[config.mk]
export PLATFORM = sky130hd
export DESIGN_NAME = rs485_command_framer_unit
export DESIGN_NICKNAME = d
export VERILOG_FILES = /design/src/sv/rs485cf_pkg.sv /design/src/sv/rs485cf_front.sv /design/src/sv/rs485cf_queue.sv /design/src/sv/rs485cf_back.sv /design/src/sv/rs485_command_framer_unit.sv
export SDC_FILE = /design/constraint.sdc
export NUM_CORES = 1
export LEC_CHECK = 0
export ABC_AREA = 1
export CORE_UTILIZATION = 50
export CTS_CLUSTER_DIAMETER = 200
export CTS_CLUSTER_SIZE = 40
export DETAILED_ROUTE_END_ITERATION = 8
export DONT_BUFFER_PORTS = 1
export PLACE_DENSITY = 0.68
export REMOVE_ABC_BUFFERS = 1
export SETUP_SLACK_MARGIN = 0.2
export SYNTH_ARGS = -nofsm -noshare
export SYNTH_HDL_FRONTEND = slang
export SYNTH_SLANG_ARGS = --single-unit
[constraint.sdc]
create_clock -name clk_i -period 2.6 [get_ports clk_i]
set_input_delay 0.39 -clock clk_i [delete_from_list [all_inputs] [get_ports clk_i]]
set_output_delay 0.39 -clock clk_i [all_outputs]
set_load 0.005 [all_outputs]
[src/sv/rs485cf_pkg.sv]
// Package with the types and constants of the command framer.
`timescale 1ns / 1ps
package rs485cf_pkg;

  localparam int unsigned QueueDepthDefault = 4;

  localparam logic [7:0] SYNC_FIRST  = 8'hEB;
  localparam logic [7:0] SYNC_SECOND = 8'h90;
  localparam logic [7:0] LEN_MAX     = 8'd254;

  localparam int unsigned STEP_W = 3;
  localparam logic [STEP_W-1:0] HDR_STEP_SYNC1 = 3'd0;
  localparam logic [STEP_W-1:0] HDR_STEP_SYNC2 = 3'd1;
  localparam logic [STEP_W-1:0] HDR_STEP_ID    = 3'd2;
  localparam logic [STEP_W-1:0] HDR_STEP_LEN   = 3'd3;
  localparam logic [STEP_W-1:0] HDR_STEP_CMD   = 3'd4;
  localparam logic [STEP_W-1:0] HDR_STEP_SUM   = 3'd5;
  localparam logic [STEP_W-1:0] PAY_STEP_DATA  = 3'd0;
  localparam logic [STEP_W-1:0] PAY_STEP_SUM   = 3'd1;

  typedef enum logic {
    REQ_START   = 1'b0,
    REQ_PAYLOAD = 1'b1
  } req_type_e;

  typedef enum logic [1:0] {
    ST_OK       = 2'd0,
    ST_NO_FRAME = 2'd1,
    ST_ABORTED  = 2'd2
  } status_e;

  typedef enum logic [1:0] {
    JOB_HEADER  = 2'd0,
    JOB_PAYLOAD = 2'd1,
    JOB_ERROR   = 2'd2
  } job_kind_e;

  typedef struct packed {
    logic       req_type;
    logic [7:0] frame_id;
    logic [7:0] command;
    logic [7:0] payload_len;
    logic [7:0] payload_byte;
  } req_t;

  typedef struct packed {
    logic [7:0] out_byte;
    logic       frame_end;
    status_e    status;
  } rsp_t;

  typedef struct packed {
    job_kind_e  kind;
    status_e    status;
    logic       is_last;
    logic [7:0] first_byte;
    logic [7:0] command;
    logic [7:0] len_byte;
    logic [7:0] checksum;
  } job_t;

endpackage

[src/sv/rs485cf_front.sv]
// Front end: accepts requests, tracks the open frame and queues byte jobs.
`timescale 1ns / 1ps
module rs485cf_front (
  input  logic                clk_i,
  input  logic                rst_ni,
  input  logic                in_valid_i,
  output logic                in_stall_o,
  input  rs485cf_pkg::req_t   in_data_i,
  output logic                push_o,
  output rs485cf_pkg::job_t   job_o,
  input  logic                full_i
);
  import rs485cf_pkg::*;

  logic       open_q, open_d;
  logic [7:0] left_q, left_d;
  logic [7:0] sum_q, sum_d;
  logic [7:0] len_sat, len_byte, hdr_sum, pay_sum, left_dec;

  assign in_stall_o = full_i;
  assign push_o     = in_valid_i && !full_i;

  assign len_sat  = (in_data_i.payload_len > LEN_MAX) ? LEN_MAX : in_data_i.payload_len;
  assign len_byte = len_sat + 8'd1;
  assign hdr_sum  = in_data_i.frame_id + len_byte + in_data_i.command;
  assign pay_sum  = sum_q + in_data_i.payload_byte;
  assign left_dec = left_q - 8'd1;

  always_comb begin
    open_d           = open_q;
    left_d           = left_q;
    sum_d            = sum_q;
    job_o.kind       = JOB_ERROR;
    job_o.status     = ST_NO_FRAME;
    job_o.is_last    = 1'b0;
    job_o.first_byte = 8'd0;
    job_o.command    = in_data_i.command;
    job_o.len_byte   = len_byte;
    job_o.checksum   = hdr_sum;
    if (in_data_i.req_type == REQ_START) begin
      job_o.kind       = JOB_HEADER;
      job_o.status     = open_q ? ST_ABORTED : ST_OK;
      job_o.is_last    = (len_sat == 8'd0);
      job_o.first_byte = in_data_i.frame_id;
      open_d           = (len_sat != 8'd0);
      left_d           = len_sat;
      sum_d            = (len_sat == 8'd0) ? 8'd0 : hdr_sum;
    end else if (open_q) begin
      job_o.kind       = JOB_PAYLOAD;
      job_o.status     = ST_OK;
      job_o.is_last    = (left_dec == 8'd0);
      job_o.first_byte = in_data_i.payload_byte;
      job_o.checksum   = pay_sum;
      open_d           = (left_dec != 8'd0);
      left_d           = left_dec;
      sum_d            = (left_dec == 8'd0) ? 8'd0 : pay_sum;
    end
  end

  always_ff @(posedge clk_i or negedge rst_ni) begin
    if (!rst_ni) begin
      open_q <= 1'b0;
      left_q <= 8'd0;
      sum_q  <= 8'd0;
    end else if (push_o) begin
      open_q <= open_d;
      left_q <= left_d;
      sum_q  <= sum_d;
    end
  end

endmodule

[src/sv/rs485cf_queue.sv]
// Short register queue of byte jobs between the front and back ends.
`timescale 1ns / 1ps
module rs485cf_queue #(
  parameter int unsigned Depth = rs485cf_pkg::QueueDepthDefault
) (
  input  logic              clk_i,
  input  logic              rst_ni,
  input  logic              push_i,
  input  rs485cf_pkg::job_t push_data_i,
  output logic              full_o,
  input  logic              pop_i,
  output rs485cf_pkg::job_t head_o,
  output logic              empty_o
);
  import rs485cf_pkg::*;

  localparam int unsigned PtrW = (Depth > 1) ? $clog2(Depth) : 1;
  localparam int unsigned CntW = $clog2(Depth + 1);
  localparam logic [PtrW-1:0] PtrLast = PtrW'(Depth - 1);
  localparam logic [CntW-1:0] CntFull = CntW'(Depth);

  job_t            mem_q [Depth];
  logic [PtrW-1:0] wr_ptr_q, rd_ptr_q;
  logic [CntW-1:0] cnt_q;

  assign full_o  = (cnt_q == CntFull);
  assign empty_o = (cnt_q == '0);
  assign head_o  = mem_q[rd_ptr_q];

  always_ff @(posedge clk_i) begin
    if (push_i) begin
      mem_q[wr_ptr_q] <= push_data_i;
    end
  end

  always_ff @(posedge clk_i or negedge rst_ni) begin
    if (!rst_ni) begin
      wr_ptr_q <= '0;
      rd_ptr_q <= '0;
      cnt_q    <= '0;
    end else begin
      if (push_i) begin
        wr_ptr_q <= (wr_ptr_q == PtrLast) ? '0 : wr_ptr_q + PtrW'(1);
      end
      if (pop_i) begin
        rd_ptr_q <= (rd_ptr_q == PtrLast) ? '0 : rd_ptr_q + PtrW'(1);
      end
      if (push_i && !pop_i) begin
        cnt_q <= cnt_q + CntW'(1);
      end else if (pop_i && !push_i) begin
        cnt_q <= cnt_q - CntW'(1);
      end
    end
  end

endmodule

[src/sv/rs485cf_back.sv]
// Back end: walks each queued job and emits one frame byte per cycle while its output is not stalled.
`timescale 1ns / 1ps
module rs485cf_back (
  input  logic              clk_i,
  input  logic              rst_ni,
  input  rs485cf_pkg::job_t head_i,
  input  logic              empty_i,
  output logic              pop_o,
  output logic              out_valid_o,
  input  logic              out_stall_i,
  output rs485cf_pkg::rsp_t out_data_o
);
  import rs485cf_pkg::*;

  logic [STEP_W-1:0] step_q, step_d, final_step;
  logic              load;
  logic              valid_q, valid_d;
  rsp_t              data_q, data_d;

  assign load = !empty_i && (!valid_q || !out_stall_i);

  always_comb begin
    unique case (head_i.kind)
      JOB_HEADER:  final_step = head_i.is_last ? HDR_STEP_SUM : HDR_STEP_CMD;
      JOB_PAYLOAD: final_step = head_i.is_last ? PAY_STEP_SUM : PAY_STEP_DATA;
      default:     final_step = PAY_STEP_DATA;
    endcase
  end

  always_comb begin
    data_d.status    = head_i.status;
    data_d.frame_end = 1'b0;
    data_d.out_byte  = head_i.first_byte;
    if (head_i.kind == JOB_HEADER) begin
      unique case (step_q)
        HDR_STEP_SYNC1: data_d.out_byte = SYNC_FIRST;
        HDR_STEP_SYNC2: data_d.out_byte = SYNC_SECOND;
        HDR_STEP_ID:    data_d.out_byte = head_i.first_byte;
        HDR_STEP_LEN:   data_d.out_byte = head_i.len_byte;
        HDR_STEP_CMD:   data_d.out_byte = head_i.command;
        default: begin
          data_d.out_byte  = head_i.checksum;
          data_d.frame_end = 1'b1;
        end
      endcase
    end else if (head_i.kind == JOB_PAYLOAD && step_q == PAY_STEP_SUM) begin
      data_d.out_byte  = head_i.checksum;
      data_d.frame_end = 1'b1;
    end
  end

  assign pop_o   = load && (step_q == final_step);
  assign step_d  = pop_o ? '0 : (load ? step_q + STEP_W'(1) : step_q);
  assign valid_d = load ? 1'b1 : (valid_q && out_stall_i);

  always_ff @(posedge clk_i or negedge rst_ni) begin
    if (!rst_ni) begin
      step_q  <= '0;
      valid_q <= 1'b0;
    end else begin
      step_q  <= step_d;
      valid_q <= valid_d;
    end
  end

  always_ff @(posedge clk_i) begin
    if (load) begin
      data_q <= data_d;
    end
  end

  assign out_valid_o = valid_q;
  assign out_data_o  = data_q;

endmodule

[src/sv/rs485_command_framer_unit.sv]
// Top level of the command framer: front end, job queue and byte back end.
// A request is taken in every cycle while the job queue has room.
// A request's first byte is valid after the job queue and the output register.
// The back end emits one byte per cycle when not stalled; a start request gives
// 5 or 6 bytes, a payload request 1 or 2, a stray payload byte 1.
// Reset clears the frame state, empties the queue and drops the output byte.
`timescale 1ns / 1ps
module rs485_command_framer_unit #(
  parameter int unsigned QueueDepth = rs485cf_pkg::QueueDepthDefault
) (
  input  logic              clk_i,
  input  logic              rst_ni,
  input  logic              in_valid_i,
  output logic              in_stall_o,
  input  rs485cf_pkg::req_t in_data_i,
  output logic              out_valid_o,
  input  logic              out_stall_i,
  output rs485cf_pkg::rsp_t out_data_o
);
  import rs485cf_pkg::*;

  job_t push_job, head_job;
  logic push, full, pop, empty;

  rs485cf_front u_front (
    .clk_i      (clk_i),
    .rst_ni     (rst_ni),
    .in_valid_i (in_valid_i),
    .in_stall_o (in_stall_o),
    .in_data_i  (in_data_i),
    .push_o     (push),
    .job_o      (push_job),
    .full_i     (full)
  );

  rs485cf_queue #(
    .Depth (QueueDepth)
  ) u_queue (
    .clk_i       (clk_i),
    .rst_ni      (rst_ni),
    .push_i      (push),
    .push_data_i (push_job),
    .full_o      (full),
    .pop_i       (pop),
    .head_o      (head_job),
    .empty_o     (empty)
  );

  rs485cf_back u_back (
    .clk_i       (clk_i),
    .rst_ni      (rst_ni),
    .head_i      (head_job),
    .empty_i     (empty),
    .pop_o       (pop),
    .out_valid_o (out_valid_o),
    .out_stall_i (out_stall_i),
    .out_data_o  (out_data_o)
  );

endmodule

# Word level (Yosys, flattened, before mapping)
# Memory sizes are Yosys's and may differ from the RTL's.
# Cells that the tools add are included.
# totals
in_bits,37
reg_bits,39
ramBits,148
word_cells,88
n_memories,1
output_inout_bits,13
# op_classes
reduce_logical,25
n_addsub,10
n_eq_ne,10
muxes,30
n_lt_le_gt_ge,1
# memory_table
name,words,word_bits,read_ports,rd_clocked_by_memory_dff,write_ports,line_no,rtl
u_queue.mem_q,4,37,1,0,1,rs485cf_queue.sv:22,job_t mem_q [Depth];
# ops
op,n
$mux 8,9
$pmux 8 s5,1
$mux 13,2
$add 8x8->8,3
$mux 9,2
$logic_not 8->1,2
$reduce_bool 8->1,2
$mux 3,4
$add 8x1->8 const B,1
$gt 8x8->1 const B,1
$mux 1,8
$sub 8x1->8 const B,1
$logic_and 1x1->1,7
$add 3x1->3 const B,2
$eq 3x2->1 const B,2
$eq 3x3->1 const B,2
$logic_not 1->1,6
$logic_not 3->1,2
$mux 2,3
$pmux 3 s2,1
$reduce_or 5->1,1
$add 2x1->2 const B,2
$eq 2x2->1 const B,2
$reduce_bool 2->1,2
8 further kinds,8

# Logic depth before layout (Yosys ltp)
# An unclocked memory read counts as a cell.
# logic_depth
depth_word,8
depth_mapped,23
ltp_nobuf,23

# Modules after synthesis
# A second synthesis with hierarchy kept.
# hier_totals
cells_unflattened,977
area_unflattened_um2,9753.1
# modules_own_cells
mod,area_per_inst_um2,cells_per_inst,seq_area_each_um2,n_inst
rs485cf_queue,6326.1,484,4619.4,1
rs485cf_front,2275.9,329,425.4,1
rs485cf_back,1151.1,164,430.4,1

# Least setup slack after synthesis
# Ideal clock, no wire load.
# synth_path
kind,input -> register
start,in in_data_i[13] (netlist name)
end,mem u_queue.mem_q[0][6] (netlist name) (data pin)
arrival_time_ns,2.899
path_buffers,0
t_required_ns,2.306
setup_time_ns,0.294
setup_slack_ns,-0.592
path_stages,16
cell_sequence,nand2_1 > nor2_1 > nand2_1 > nand2_1 > inv_1 > ha_1 > nand3_1 > xor2_1 > fa_1 > ha_1 > nand2_1 > or2_2 > nand3_1 > nand2_1 > a21oi_1 > a31oi_1
# synth_rtl
element,line_no,rtl
start: declaration,rs485_command_framer_unit.sv:15,"input rs485cf_pkg::req_t in_data_i,"
end: declaration,rs485cf_queue.sv:22,

==> results by group <==
Final layout
  • Commonest non-fill, non-tap cells in the layout: nand2_1, edfxtp_1, inv_1
  • Fin util: roughly 61%
  • Share of cells above drive strength 1: a little under a fifth
  • # diodes: 0
  • Most common cell after layout, fill and taps aside: nand2_1
  • Synth-to-layout area growth: 17.9%
  • Net count reported at finish: 1007

Clock tree
  • Clk root buf: clkbuf_16
  • Clock buffer count from CTS: 17
  • H-tree depth: 4
  • Worst-Skew Late Latency: approximately 430 ps
  • CTS tree: done
  • CTS sink cnt: between 150 and 200
  • Clock transition at path regs: ~70 ps
  • CTS max path bufs: 2

Detailed routing
  • Routed WL: 22100 microns
  • Post-DR wirelength/cell: approximately 19 microns
  • Via count: 6631
  • Drt pass-1 iters: 5
  • DR vias/cell: 5.67
  • Remaining DRCs: 0
  • Iter 0 DRT Violations: approximately 470
  • Antenna viol nets, final: 0

Timing
  • Post-layout min period: roughly 2600 ps
  • Final worst-path setup slack: -30.8 ps
  • Worst-Margin Slew: about 800 ps
  • Fin Clk Skew: approximately 9.6 ps
  • Final Hold Violating Endpoints: 0
  • Final max-slew violation count: 0
  • Final period util: 101%
  • Max-slew headroom: around 44%
  • Setup violators final: 5
  • Fmax: 0.380 GHz
  • Unrepaired setup endpoints after global routing: yes

Floorplanning
  • Initial Util: between 50% and 60%
  • Die ar.: 18700 sq um
  • IO Pins: 50
  • Die W: approximately 140 microns
  • Die H: ~140 microns
  • Core area: 17500 sq um
  • Row Count: 48

Critical path
  • Crit Path Category: primary input to flop
  • Startpoint types: primary input
  • Critical Path AT: approximately 2800 ps
  • CP Capture Type: flop
  • CP Data Required Time: between 2000 and 3000 ps
  • CP startpoint: in_data_i[12]
  • Critical path's slowest cell: fa_2
  • Reg2reg start: u_queue.rd_ptr_q[0]
  • Worst Path Max Fanout: 4
  • CP Cell Sequence: nand2_8, nor2_4, nand2_2, nand2_2, inv_2, ha_4, nand3_4, buf_12, xor2_4, fa_2, ha_4, buf_12, nand2_4, inv_2, nand4_1, nand4_1, a21oi_4, a31oi_4
  • Max incr delay on CP: between 500 and 600 ps

Synthesis
  • Mapped Avg Cell Area: about 10 sq um
  • Post-synth EDFFs: roughly 160
  • Post-synth cell types: 42
  • Top_reg_cell synth: edfxtp_1
  • Seq/Total Area, Yosys: between 50% and 60%
  • Post-synth ARST share: roughly 15%
  • Cell area after synthesis: just over 9000 sq um
  • Seq cells post-synth: roughly 180
  • Ys Warns: 0
  • Cells after Synth: 890

Power
  • VDD IR max: 0.000566 V
  • Power Total: between 10 and 15 mW
  • Leakage: roughly 4.2 nW
  • Pwr Density: 1160 nW/um^2

Outcome
  • Failing checks: negative setup slack
  • Status: finished with violations

Min path
  • HP Start: in_data_i[22]
  • Hold crit path type: primary input to flop

Global route
  • Initial antenna violation count: 0
  • First-pass GRT wire length: 33900 microns
  • Vias in the first global route: approximately 6300
  • Congestion Overflow GR: 0
  • GRT Total Usage: 25.0%
  • Largest net degree at the start of global routing: 68

Placement
  • Port buffer count: 0
  • GPL Wtd Cong: about 0.90
  • Final HPWL DP: 14100 microns

Job
  • Max Cap Viol: 0
power by group:
group / internal (mW) / switching, mW
logic: 1.96 / 3.45
clock network: 1.40 / 1.03
registers: 4.21 / 0.334
metrics by stage:
stage	worst slack, ps	TNS, ps	area, sq um	std cells	hold slack, ps
floorplan	-1380	-51420	8910	856	94.4
global placement	-530	-13050	9560	1120	95.5
detailed placement	-656	-14750	9560	1120	95.5
CTS	13.8	0	10400	1161	38.9
global route	-159	-1230	10700	1170	28.2
finish	-30.8	-142	10700	1170	47.4
final timing paths:
kind | end | depth (start not counted) | slack [ps]
setup / recovery | u_queue.mem_q[1][6] | 18 | -30
hold / removal | u_queue.mem_q[0][22] | 0 | 50
setup reg to reg | u_queue.cnt_q[1] | 13 | 290
hold reg to reg | u_front.sum_q[6] | 2 | 510
max in group asynchronous | u_queue.rd_ptr_q[0] | 2 | 1960
min in group asynchronous | u_queue.rd_ptr_q[1] | 2 | 450
cells in the mapped netlist (5+ instances only):
cell,instances,share of area (%)
a22o_1,6,0.58
nand3_1,71,3.9
nand4_1,13,0.89
o21ai_0,68,3.7
o21ai_1,6,0.33
edfxtp_1,155,51
a32o_1,6,0.66
a21oi_1,36,2.0
xor2_1,11,1.1
ha_1,27,3.7
o22ai_1,14,0.96
buf_2,17,0.94
or2_2,8,0.55
dfrtp_1,28,7.7
nor2_1,70,2.9
clkbuf_1,12,0.50
nand2_1,212,8.8
fa_1,10,2.2
inv_1,70,2.9
nand3b_1,5,0.41
xnor2_1,6,0.58
cell type report:
| class | count | area (sq um) |
|---|---|---|
| fill | 1361 | 6820 |
| sequential | 183 | 5360 |
| multi-input combinational | 598 | 3700 |
| timing repair buffer | 58 | 541 |
| clock buffer | 21 | 440 |
| inverter | 75 | 287 |
| tap | 225 | 282 |
| clock inverter | 10 | 106 |
layer usage:
metal	vias to the layer above	global-route usage (%)	wire, microns
met5	-	0	0
met4	0	9.89	586
met3	45	5.81	1430
met2	246	40.1	10500
met1	3187	33.0	9600
li1	3153	-	-
repair_timing:
| action | CTS | global route |
|---|---|---|
| hold endpoints to repair | 28 | 0 |
| gates resized for setup | 45 | 53 |
| hold buffers | 2 | 0 |
| pin swaps | 29 | 35 |
| buffers inserted | 8 | 9 |
| endpoints found under the setup margin | 27 | 33 |
registers in the layout, summed over array words and instances, names as in the netlist:
name and cells:
u_queue.mem_q 144, u_back.out_data_o 11, u_front.left_q 8, u_front.sum_q 8, u_back.step_q 3, u_queue.cnt_q 3, u_queue.rd_ptr_q 2, u_queue.wr_ptr_q 2
u_back.out_valid_o 1, u_front.open_q 1
cell families (layout without fill, tap and decap cells):
family / count (synthesis) / count (layout) / synth area share (%)
AOI/OAI and AO/OA: 152 / 152 / 9.71
xor gates and xnor gates: 17 / 17 / 1.64
adders and majority gates: 37 / 37 / 5.92
buffers and inverters: 109 / 164 / 5.07
DFF: 183 / 183 / 58.9
muxes: 1 / 1 / 0.124
and+or+nand+nor: 391 / 391 / 18.6
worst max-delay path, delay by kind of cell:
kind | cells | cell delay [ps]
buffers and inverters | 4 | 380
AOI/OAI and AO/OA | 2 | 280
and+or+nand+nor | 8 | 610
adders and majority gates | 3 | 970
xor gates and xnor gates | 1 | 170
No activity file was read; power rests on OpenSTA's default activity.
